--- src/design/sfm_pkg.sv ---
`default_nettype none

package sfm_pkg;

    // Defaults for the top-level parameters.
    localparam int DEF_SAMPLE_RATE = 11025;
    localparam int DEF_PHASE_BITS  = 32;
    localparam int DEF_TABLE_DEPTH = 1024;

    // Frequencies are carried as hertz times this scale, so pixel tones stay exact.
    localparam int FDEN = 4080;
    localparam int F_W  = 24;

    // Peak amplitude, 0.95 of full scale.
    localparam longint AMP   = 31129;
    localparam int     AMP_W = 15;

    localparam longint Q30_ONE    = 64'sd1073741824;
    localparam longint Q30_HALFPI = 64'sd1686629713;

    localparam int HZ_W   = 12;
    localparam int PIX_W  = 8;
    localparam int CMD_W  = 2;
    localparam int SMP_W  = 16;
    localparam int CIDX_W = 2;

    // Command codes; any code from CMD_SILENCE upward gives a zero sample.
    localparam logic [CMD_W-1:0] CMD_TONE    = 2'd0;
    localparam logic [CMD_W-1:0] CMD_PIXEL   = 2'd1;
    localparam logic [CMD_W-1:0] CMD_SILENCE = 2'd2;

    // Register indexes and reset values.
    localparam logic [CIDX_W-1:0] REG_BLACK = 2'd0;
    localparam logic [CIDX_W-1:0] REG_WHITE = 2'd1;
    localparam logic [HZ_W-1:0]   BLACK_RST = 12'd1500;
    localparam logic [HZ_W-1:0]   WHITE_RST = 12'd2300;

    typedef struct packed {
        logic capture;
        logic calc_freq;
        logic mul_est;
        logic rem_calc;
        logic phase_upd;
        logic lookup;
        logic out_load;
    } ctrl_cmd_t;

    typedef struct packed {
        logic silence;
        logic out_free;
    } dp_status_t;

    // Quarter-wave magnitude of the cosine (want_sin low) or sine (want_sin high)
    // at table step j, for a table of 2**depth_log2 entries. Evaluated at
    // elaboration only: Q30 angle, nine-term Taylor series, round half up.
    function automatic logic [AMP_W-1:0] trig_mag(input int unsigned j,
                                                  input int unsigned depth_log2,
                                                  input logic want_sin);
        longint unsigned y;
        longint unsigned x2;
        longint unsigned tc;
        longint unsigned ts;
        longint sc;
        longint ss;
        longint v;
        longint m;
        y  = (longint'(j) * 4 * Q30_HALFPI) >> depth_log2;
        x2 = (y * y) >> 30;
        tc = Q30_ONE;
        ts = y;
        sc = Q30_ONE;
        ss = longint'(y);
        for (int n = 1; n <= 8; n++)
        begin
            tc = (tc * x2) >> 30;
            ts = (ts * x2) >> 30;
            case (n)
                1: begin tc = tc / 64'd2;   ts = ts / 64'd6;   end
                2: begin tc = tc / 64'd12;  ts = ts / 64'd20;  end
                3: begin tc = tc / 64'd30;  ts = ts / 64'd42;  end
                4: begin tc = tc / 64'd56;  ts = ts / 64'd72;  end
                5: begin tc = tc / 64'd90;  ts = ts / 64'd110; end
                6: begin tc = tc / 64'd132; ts = ts / 64'd156; end
                7: begin tc = tc / 64'd182; ts = ts / 64'd210; end
                8: begin tc = tc / 64'd240; ts = ts / 64'd272; end
                default: ;
            endcase
            if ((n % 2) == 1)
            begin
                sc = sc - longint'(tc);
                ss = ss - longint'(ts);
            end
            else
            begin
                sc = sc + longint'(tc);
                ss = ss + longint'(ts);
            end
        end
        v = want_sin ? ss : sc;
        m = (v < 0) ? -v : v;
        m = (m * AMP + (Q30_ONE / 2)) >>> 30;
        return m[AMP_W-1:0];
    endfunction

endpackage

`default_nettype wire

--- src/design/sfm_cos_rom.sv ---
`default_nettype none

module sfm_cos_rom
    import sfm_pkg::*;
#(
    parameter int TABLE_DEPTH = DEF_TABLE_DEPTH
) (
    input  wire logic                           clk,
    input  wire logic                           rd_en,
    input  wire logic [$clog2(TABLE_DEPTH)-1:0] addr,
    output logic signed [SMP_W-1:0]             data
);

    localparam int TB = $clog2(TABLE_DEPTH);
    localparam int QD = TABLE_DEPTH / 4;

    // One quarter wave of cosine and of sine; the quadrant picks one and a sign.
    logic [AMP_W-1:0] cos_mag [QD];
    logic [AMP_W-1:0] sin_mag [QD];

    for (genvar j = 0; j < QD; j++)
    begin : g_tab
        localparam logic [AMP_W-1:0] CM = trig_mag(j, TB, 1'b0);
        localparam logic [AMP_W-1:0] SM = trig_mag(j, TB, 1'b1);
        assign cos_mag[j] = CM;
        assign sin_mag[j] = SM;
    end

    logic [AMP_W-1:0]        mag;
    logic                    neg;
    logic signed [SMP_W-1:0] value;

    always_comb
    begin
        mag   = addr[TB-2] ? sin_mag[addr[TB-3:0]] : cos_mag[addr[TB-3:0]];
        // Second and third quadrants are negative.
        neg   = addr[TB-1] ^ addr[TB-2];
        value = neg ? -$signed({1'b0, mag}) : $signed({1'b0, mag});
    end

    always_ff @(posedge clk)
    begin
        if (rd_en)
        begin
            data <= value;
        end
    end

endmodule

`default_nettype wire

--- src/design/sfm_dp.sv ---
`default_nettype none

module sfm_dp
    import sfm_pkg::*;
#(
    parameter int SAMPLE_RATE = DEF_SAMPLE_RATE,
    parameter int PHASE_BITS  = DEF_PHASE_BITS,
    parameter int TABLE_DEPTH = DEF_TABLE_DEPTH
) (
    input  wire logic                    clk,
    input  wire logic                    rst_n,
    input  wire ctrl_cmd_t               cmd,
    output dp_status_t                   stat,
    input  wire logic [CMD_W-1:0]        command,
    input  wire logic [HZ_W-1:0]         freq_hz,
    input  wire logic [PIX_W-1:0]        pixel,
    input  wire logic                    cfg_valid,
    input  wire logic [CIDX_W-1:0]       cfg_index,
    input  wire logic [HZ_W-1:0]         cfg_data,
    input  wire logic                    out_ready,
    output logic                         out_valid,
    output logic signed [SMP_W-1:0]      sample
);

    localparam int TB = $clog2(TABLE_DEPTH);
    localparam longint unsigned DEN = longint'(FDEN) * longint'(SAMPLE_RATE);
    localparam int DW = $clog2(DEN + 1);
    // The remainder after the estimate stays below three times DEN.
    localparam int RW = DW + 2;
    localparam int PW = F_W + PHASE_BITS;
    localparam logic [PHASE_BITS-1:0] RECIP  =
        PHASE_BITS'((64'd1 << (PHASE_BITS + F_W)) / DEN);
    localparam logic [RW-1:0]         DEN_R  = RW'(DEN);
    localparam logic [RW-1:0]         DEN2_R = RW'(2 * DEN);
    localparam logic [RW-1:0]         HALF_R = RW'(DEN / 2);

    logic [CMD_W-1:0]        cmd_reg;
    logic [HZ_W-1:0]         freq_reg;
    logic [PIX_W-1:0]        pixel_reg;
    logic [HZ_W-1:0]         black_reg;
    logic [HZ_W-1:0]         white_reg;
    logic [F_W-1:0]          f4080_reg;
    logic [RW-1:0]           rem_reg;
    logic [PHASE_BITS-1:0]   quo_reg;
    logic [PHASE_BITS-1:0]   phase_reg;
    logic signed [SMP_W-1:0] sample_reg;
    logic                    out_valid_reg;
    logic signed [SMP_W-1:0] rom_data;

    // Frequency scaled by FDEN: exact for both tone and pixel commands.
    logic signed [HZ_W:0]   diff;
    logic [HZ_W-1:0]        weight;
    logic signed [25:0]     prod;
    logic signed [25:0]     base;
    logic signed [25:0]     fsum;
    logic [F_W-1:0]         f_tone;
    logic [F_W-1:0]         f_pix;

    assign diff   = $signed({1'b0, white_reg}) - $signed({1'b0, black_reg});
    assign weight = HZ_W'(pixel_reg) * 12'd15 + 12'd255;
    assign prod   = 26'(diff) * $signed({14'd0, weight});
    assign base   = $signed(26'(black_reg) * 26'(FDEN));
    assign fsum   = base + prod;
    assign f_pix  = fsum[25] ? '0 : fsum[F_W-1:0];
    assign f_tone = F_W'(freq_reg) * F_W'(FDEN);

    // Phase increment: the reciprocal multiply lands at most two below the
    // rounded quotient, and the remainder against DEN tells how far.
    logic [PW-1:0] est_prod;
    logic [RW-1:0] num_low;
    logic [RW-1:0] qd_low;
    logic [1:0]    corr;

    assign est_prod = PW'(f4080_reg) * PW'(RECIP);
    assign num_low  = RW'({f4080_reg, {PHASE_BITS{1'b0}}}) + HALF_R;
    assign qd_low   = RW'(quo_reg) * DEN_R;
    assign corr     = (rem_reg >= DEN2_R) ? 2'd2 : ((rem_reg >= DEN_R) ? 2'd1 : 2'd0);

    always_ff @(posedge clk or negedge rst_n)
    begin
        if (!rst_n)
        begin
            black_reg     <= BLACK_RST;
            white_reg     <= WHITE_RST;
            phase_reg     <= '0;
            out_valid_reg <= 1'b0;
        end
        else
        begin
            if (cfg_valid)
            begin
                case (cfg_index)
                    REG_BLACK: black_reg <= cfg_data;
                    REG_WHITE: white_reg <= cfg_data;
                    default: ;
                endcase
            end
            if (cmd.phase_upd)
            begin
                phase_reg <= phase_reg + quo_reg + PHASE_BITS'(corr);
            end
            if (cmd.out_load)
            begin
                out_valid_reg <= 1'b1;
            end
            else if (out_ready)
            begin
                out_valid_reg <= 1'b0;
            end
        end
    end

    always_ff @(posedge clk)
    begin
        if (cmd.capture)
        begin
            cmd_reg   <= command;
            freq_reg  <= freq_hz;
            pixel_reg <= pixel;
        end
        if (cmd.calc_freq)
        begin
            f4080_reg <= (cmd_reg == CMD_PIXEL) ? f_pix : f_tone;
        end
        if (cmd.mul_est)
        begin
            quo_reg <= est_prod[F_W +: PHASE_BITS];
        end
        if (cmd.rem_calc)
        begin
            rem_reg <= num_low - qd_low;
        end
        if (cmd.out_load)
        begin
            sample_reg <= stat.silence ? '0 : rom_data;
        end
    end

    sfm_cos_rom #(
        .TABLE_DEPTH(TABLE_DEPTH)
    ) u_rom (
        .clk  (clk),
        .rd_en(cmd.lookup),
        .addr (phase_reg[PHASE_BITS-1 -: TB]),
        .data (rom_data)
    );

    assign stat.silence  = cmd_reg >= CMD_SILENCE;
    assign stat.out_free = !out_valid_reg || out_ready;

    assign out_valid = out_valid_reg;
    assign sample    = sample_reg;

endmodule

`default_nettype wire

--- src/design/sfm_ctrl.sv ---
`default_nettype none

module sfm_ctrl
    import sfm_pkg::*;
(
    input  wire logic       clk,
    input  wire logic       rst_n,
    input  wire logic       in_valid,
    output logic            in_ready,
    input  wire dp_status_t stat,
    output ctrl_cmd_t       cmd
);

    typedef enum logic [2:0] {
        ST_IDLE,
        ST_FREQ,
        ST_MUL,
        ST_REM,
        ST_PHASE,
        ST_LOOK,
        ST_EMIT
    } state_t;

    state_t state_reg;
    state_t state_next;
    logic   in_ready_reg;
    logic   in_ready_next;

    always_comb
    begin
        cmd           = '0;
        state_next    = state_reg;
        in_ready_next = in_ready_reg;
        case (state_reg)
            ST_IDLE:
            begin
                if (in_valid && in_ready_reg)
                begin
                    cmd.capture   = 1'b1;
                    state_next    = ST_FREQ;
                    in_ready_next = 1'b0;
                end
            end
            ST_FREQ:
            begin
                cmd.calc_freq = 1'b1;
                state_next    = stat.silence ? ST_EMIT : ST_MUL;
            end
            ST_MUL:
            begin
                cmd.mul_est = 1'b1;
                state_next  = ST_REM;
            end
            ST_REM:
            begin
                cmd.rem_calc = 1'b1;
                state_next   = ST_PHASE;
            end
            ST_PHASE:
            begin
                cmd.phase_upd = 1'b1;
                state_next    = ST_LOOK;
            end
            ST_LOOK:
            begin
                cmd.lookup = 1'b1;
                state_next = ST_EMIT;
            end
            ST_EMIT:
            begin
                if (stat.out_free)
                begin
                    cmd.out_load  = 1'b1;
                    state_next    = ST_IDLE;
                    in_ready_next = 1'b1;
                end
            end
            default:
            begin
                state_next    = ST_IDLE;
                in_ready_next = 1'b1;
            end
        endcase
    end

    always_ff @(posedge clk or negedge rst_n)
    begin
        if (!rst_n)
        begin
            state_reg    <= ST_IDLE;
            in_ready_reg <= 1'b1;
        end
        else
        begin
            state_reg    <= state_next;
            in_ready_reg <= in_ready_next;
        end
    end

    assign in_ready = in_ready_reg;

endmodule

`default_nettype wire

--- src/design/sstv_fm_tone_modulator_core.sv ---
`default_nettype none

// Phase-continuous FM tone generator for SSTV audio: one sample per input beat.
// Input channel (in_valid/in_ready) carries command, freq_hz and pixel. A tone
// command advances the phase by freq_hz, a pixel command by the tone between
// black_hz and white_hz set by the pixel value, and silence gives a zero sample
// without touching the phase. The sample is a cosine table read of the new phase.
// Configuration (cfg_valid/cfg_ready, always ready) writes black_hz at index 0
// and white_hz at index 1; other indexes are ignored. Write only while idle.
// The block is ready for a new beat in the same cycle that out_valid rises. An
// item passes in order through the frequency, a reciprocal multiply that
// estimates the phase increment, the remainder that corrects the estimate, the
// phase update, the table read and the output load. Silence goes straight from
// the frequency to the output load. One item is in flight at a time.
// The result sits in an output register; if the receiver stalls, the next input
// beat is still taken and worked up to the table read, then waits for the
// register to free. Reset clears the phase, restores 1500 Hz and 2300 Hz, and
// leaves the block ready with no output pending.
module sstv_fm_tone_modulator_core
    import sfm_pkg::*;
#(
    parameter int SAMPLE_RATE = DEF_SAMPLE_RATE,
    parameter int PHASE_BITS  = DEF_PHASE_BITS,
    parameter int TABLE_DEPTH = DEF_TABLE_DEPTH
) (
    input  wire logic                clk,
    input  wire logic                rst_n,
    input  wire logic                in_valid,
    output logic                     in_ready,
    input  wire logic [CMD_W-1:0]    command,
    input  wire logic [HZ_W-1:0]     freq_hz,
    input  wire logic [PIX_W-1:0]    pixel,
    output logic                     out_valid,
    input  wire logic                out_ready,
    output logic signed [SMP_W-1:0]  sample,
    input  wire logic                cfg_valid,
    output logic                     cfg_ready,
    input  wire logic [CIDX_W-1:0]   cfg_index,
    input  wire logic [HZ_W-1:0]     cfg_data
);

    ctrl_cmd_t  cmd;
    dp_status_t stat;

    assign cfg_ready = 1'b1;

    sfm_ctrl u_ctrl (
        .clk     (clk),
        .rst_n   (rst_n),
        .in_valid(in_valid),
        .in_ready(in_ready),
        .stat    (stat),
        .cmd     (cmd)
    );

    sfm_dp #(
        .SAMPLE_RATE(SAMPLE_RATE),
        .PHASE_BITS (PHASE_BITS),
        .TABLE_DEPTH(TABLE_DEPTH)
    ) u_dp (
        .clk      (clk),
        .rst_n    (rst_n),
        .cmd      (cmd),
        .stat     (stat),
        .command  (command),
        .freq_hz  (freq_hz),
        .pixel    (pixel),
        .cfg_valid(cfg_valid),
        .cfg_index(cfg_index),
        .cfg_data (cfg_data),
        .out_ready(out_ready),
        .out_valid(out_valid),
        .sample   (sample)
    );

endmodule

`default_nettype wire

--- config.mk ---
export PLATFORM = sky130hd
export DESIGN_NAME = sstv_fm_tone_modulator_core
export DESIGN_NICKNAME = d
export VERILOG_FILES = /design/src/design/sfm_pkg.sv /design/src/design/sfm_cos_rom.sv /design/src/design/sfm_dp.sv /design/src/design/sfm_ctrl.sv /design/src/design/sstv_fm_tone_modulator_core.sv
export SDC_FILE = /design/constraint.sdc
export NUM_CORES = 2
export LEC_CHECK = 0
export ABC_AREA = 1
export BUFFER_PORTS_ARGS = -buffer_cell sky130_fd_sc_hd__buf_4
export CORE_MARGIN = 2
export CORE_UTILIZATION = 50
export DETAILED_ROUTE_END_ITERATION = 10
export PLACE_DENSITY = 0.66
export SLEW_MARGIN = 25
export SYNTH_ARGS = -nofsm -noshare
export SYNTH_HDL_FRONTEND = slang
export SYNTH_SLANG_ARGS = --single-unit
--- constraint.sdc ---
create_clock -name clk -period 18 [get_ports clk]
set_input_delay 0.9 -clock clk [delete_from_list [all_inputs] [get_ports clk]]
set_output_delay 0.9 -clock clk [all_outputs]
set_load 0.05 [all_outputs]
==> metrics.md <==
| Metric | Value |
|---|---|
| Final RePlAce weighted congestion | 1.07 |
| Fmax | 95.4 MHz |
| CP arrival | 10,820 ps |
| Most frequent cells in the layout | inv_1, nand2_1, fa_1 |
| Root Driver | clkbuf_16 |
| Placed Area | 0.0499 sq mm |
| PostCTS Resize Cnt | 0 |
| Filler cells | 9,185 |
| Critical path class | reg -> reg |
| RSZ-0062 raised after global routing | no |
| Synth cell types | 56 |
| Final global-route overflow total | 0 |
| Total track usage | 0.326 |
| Clk sinks | 194 |
| I/O pin total | 60 |
| Number of enable flip-flop cells after synthesis | 133 |
| Die Wd | 314 um |
| Final TNS setup | 0 ps |
| Worst path top cell family by delay | adder cells |
| Drt pass-1 iters | 9 |
| Largest net degree at the start of global routing | 75 |
| Final instance area | 0.0505 sq mm |
| CP max-delay cell | edfxtp_1 |
| Crit. Startpoint | u_dp.pixel_reg[0] |
| Antenna violations before repair | 1 |
| Worst hold path type | in -> async |
| Clock Skews | 27.2 ps |
| Max_cap viols | 0 |
| Yosys synthesis warning count | 0 |
| Syn Nets | 7,399 |
| Critical Path Stages | 36 |
| Max clock buf depth | 2 |
| CP bufs+invs | 8 |
| Drt initial violations | 3,914 |
| Slew margin rel. | 0.349 |
| Max stage delay on crit path | 830 ps |
| WL/cell | 21.6 um |
| Final core occ | 0.530 |
| Vias | 40,185 |
| Crit path to | u_dp.f4080_reg[16] |
| Num CTS Buffers | 17 |
| # rows | 113 |
| Core Region | 0.0952 sq mm |
| Post-CTS setup buffers | 0 |
| Period minus WS final | 10,480 ps |
| Post-Synthesis Cells | 5,984 |
| Most common cell after layout, fill and taps aside | inv_1 |
| Clock slew at reported path FFs | 80 ps |
| Synth Register Bits | 194 |
| Hold_buf cts | 0 |
| CTS tree | yes |
| H-tree depth | 4 |
| Async set or reset register ratio after synthesis | 0.314 |
| Fin. max-slew vios | 0 |
| Mapped cell area | 0.0481 sq mm |
| PortBufs | 58 |
| DIE AREA | 0.0987 sq mm |
| Final WL | 157,000 um |
| Ant. Diodes | 0 |
| Critical R2R Launch | u_dp.pixel_reg[0] |
| Nets | 7,397 |
| Hold Fails Final Rpt | 0 |
| Reg-to-reg slack, setup | 7520 ps |
| Worst Path Required | 18,340 ps |
| Fin crit share | 0.582 |
| Die H | 314 um |
| Post-synth top flop | edfxtp_1 |
| Initial Utilization | 0.506 |
| Layout cells sized above 1 | 0.0335 |
| Status | finished clean |
| Clk_lat worst skew | 530 ps |
| CP endpoint kind | flip-flop |
| Avg Synthesized Cell Area | 8.04 sq um |
| DR DRC count | 0 |
| Max reg flops | 32 |
| Setup crit start kind | flip-flop |
| Vias/cell | 5.54 |
| ANT nets after route | 0 |
| First-pass GRT wire length | 243,000 um |
| HPWL Detailed | 129,000 um |
| Most common cell on crit path | fa_1 |
| Tightest Pin Transition | 974 ps |
| Reg2Reg Depth | 36 |
| Sequential area share after synthesis | 0.115 |
| Final setup viols | 0 |
| Area Overhead vs Synth | 4.91% |
| Vias in the first global route | 41,363 |
| End of the worst register-to-register path | u_dp.f4080_reg[16] |
| CP Max Fanout | 19 |
[cells by family (layout without fill, tap and decap cells)]
| family | count (synthesis) | count (layout) | share of synthesized area |
|---|---|---|---|
| AND/OR/NAND/NOR | 1974 | 1974 | 0.170 |
| buffers and inverters | 1555 | 1566 | 0.124 |
| adder cells (fa/ha/maj) | 1374 | 1374 | 0.478 |
| AO/OA/AOI/OAI | 725 | 725 | 0.0835 |
| flip-flops | 194 | 194 | 0.115 |
| XOR/XNOR | 160 | 160 | 0.0291 |
| other | 1 | 1 | 0.0000780 |
| multiplexers | 1 | 1 | 0.000208 |
[worst register-to-register path: cells and delay by family, from the launching register on]
kind / cells / cell delay [ps]
AOI/OAI and AO/OA: 4 / 670
buffers and inverters: 8 / 1200
and+or+nand+nor: 12 / 2510
adders and majority gates: 10 / 4730
xor gates and xnor gates: 2 / 400
DFF: 1 / 830
[Yosys cell counts (3+ instances only)]
cell type,count,area [sq um]
a211oi_1,5,37.5
a21boi_0,7,52.6
a21o_1,26,195
a21oi_1,291,1460
a221oi_1,3,26.3
a22o_1,3,26.3
a22oi_1,3,22.5
a31oi_1,24,150
and3_1,6,37.5
buf_1,5,18.8
buf_2,51,255
buf_4,9,67.6
buf_6,4,45.0
clkbuf_1,47,176
clkinv_1,9,33.8
dfrtp_1,46,1150
dfstp_2,15,394
edfxtp_1,133,3990
fa_1,774,15500
ha_1,600,7510
inv_1,1417,5320
inv_2,12,45.0
nand2_1,1135,4260
nand2_2,7,43.8
nand3_1,319,1600
nand3b_1,15,113
nand4_1,49,307
nor2_1,371,1390
nor2_2,5,31.3
nor3_1,36,180
nor4_1,8,50.1
o2111ai_1,6,52.6
o211ai_1,29,218
o21a_1,4,30.0
o21ai_0,257,1290
o21ai_1,21,105
o21bai_1,11,82.6
o221ai_1,9,78.8
o22ai_1,9,56.3
o31ai_1,7,52.6
or2_2,20,125
xnor2_1,60,526
xor2_1,100,876
[layer usage]
metal,up-vias,GRT usage,share of wire
met3,449,0.0521,0.075
met2,1756,0.524,0.46
met4,0,0.157,0.055
met1,19409,0.432,0.41
li1,18571,-,-
met5,-,0,0
[through the flow]
step / cells / setup slack, ps / hold WS (ps)
2_1_floorplan: 5984 / 8980 / 453
3_3_place_gp: 7228 / 7680 / 470
3_5_place_dp: 7228 / 7480 / 478
4_1_cts: 7260 / 7430 / 496
5_1_grt: 7260 / 6760 / 510
6_report: 7260 / 7520 / 462
[area by class of cell]
cell class                 instances  area, sq um  share of cell area
clock buffer                      17          425             0.00843
inverter                        1439         5410               0.107
clock inverter                    15          168             0.00332
tap                             1265         1580              0.0314
multi-input combinational       4235        36600               0.726
timing repair buffer              95          713              0.0141
sequential                       194         5540               0.110
[worst min path at each step]
stage                        from                 end  slack (ps)  cells past startpoint
2_1_floorplan   u_dp.phase_reg[0]   u_dp.phase_reg[0]         450                      2
3_3_place_gp    u_dp.phase_reg[0]   u_dp.phase_reg[0]         470                      2
3_5_place_dp   u_dp.phase_reg[19]  u_dp.phase_reg[19]         480                      2
4_1_cts                     rst_n   u_dp.white_reg[0]         500                      1
5_1_grt         u_dp.phase_reg[0]   u_dp.phase_reg[0]         510                      2
6_report                    rst_n   u_dp.white_reg[0]         460                      1
Power is not shown: default switching activity piles up to over one toggle a cycle in this logic, so the estimate is an artifact.
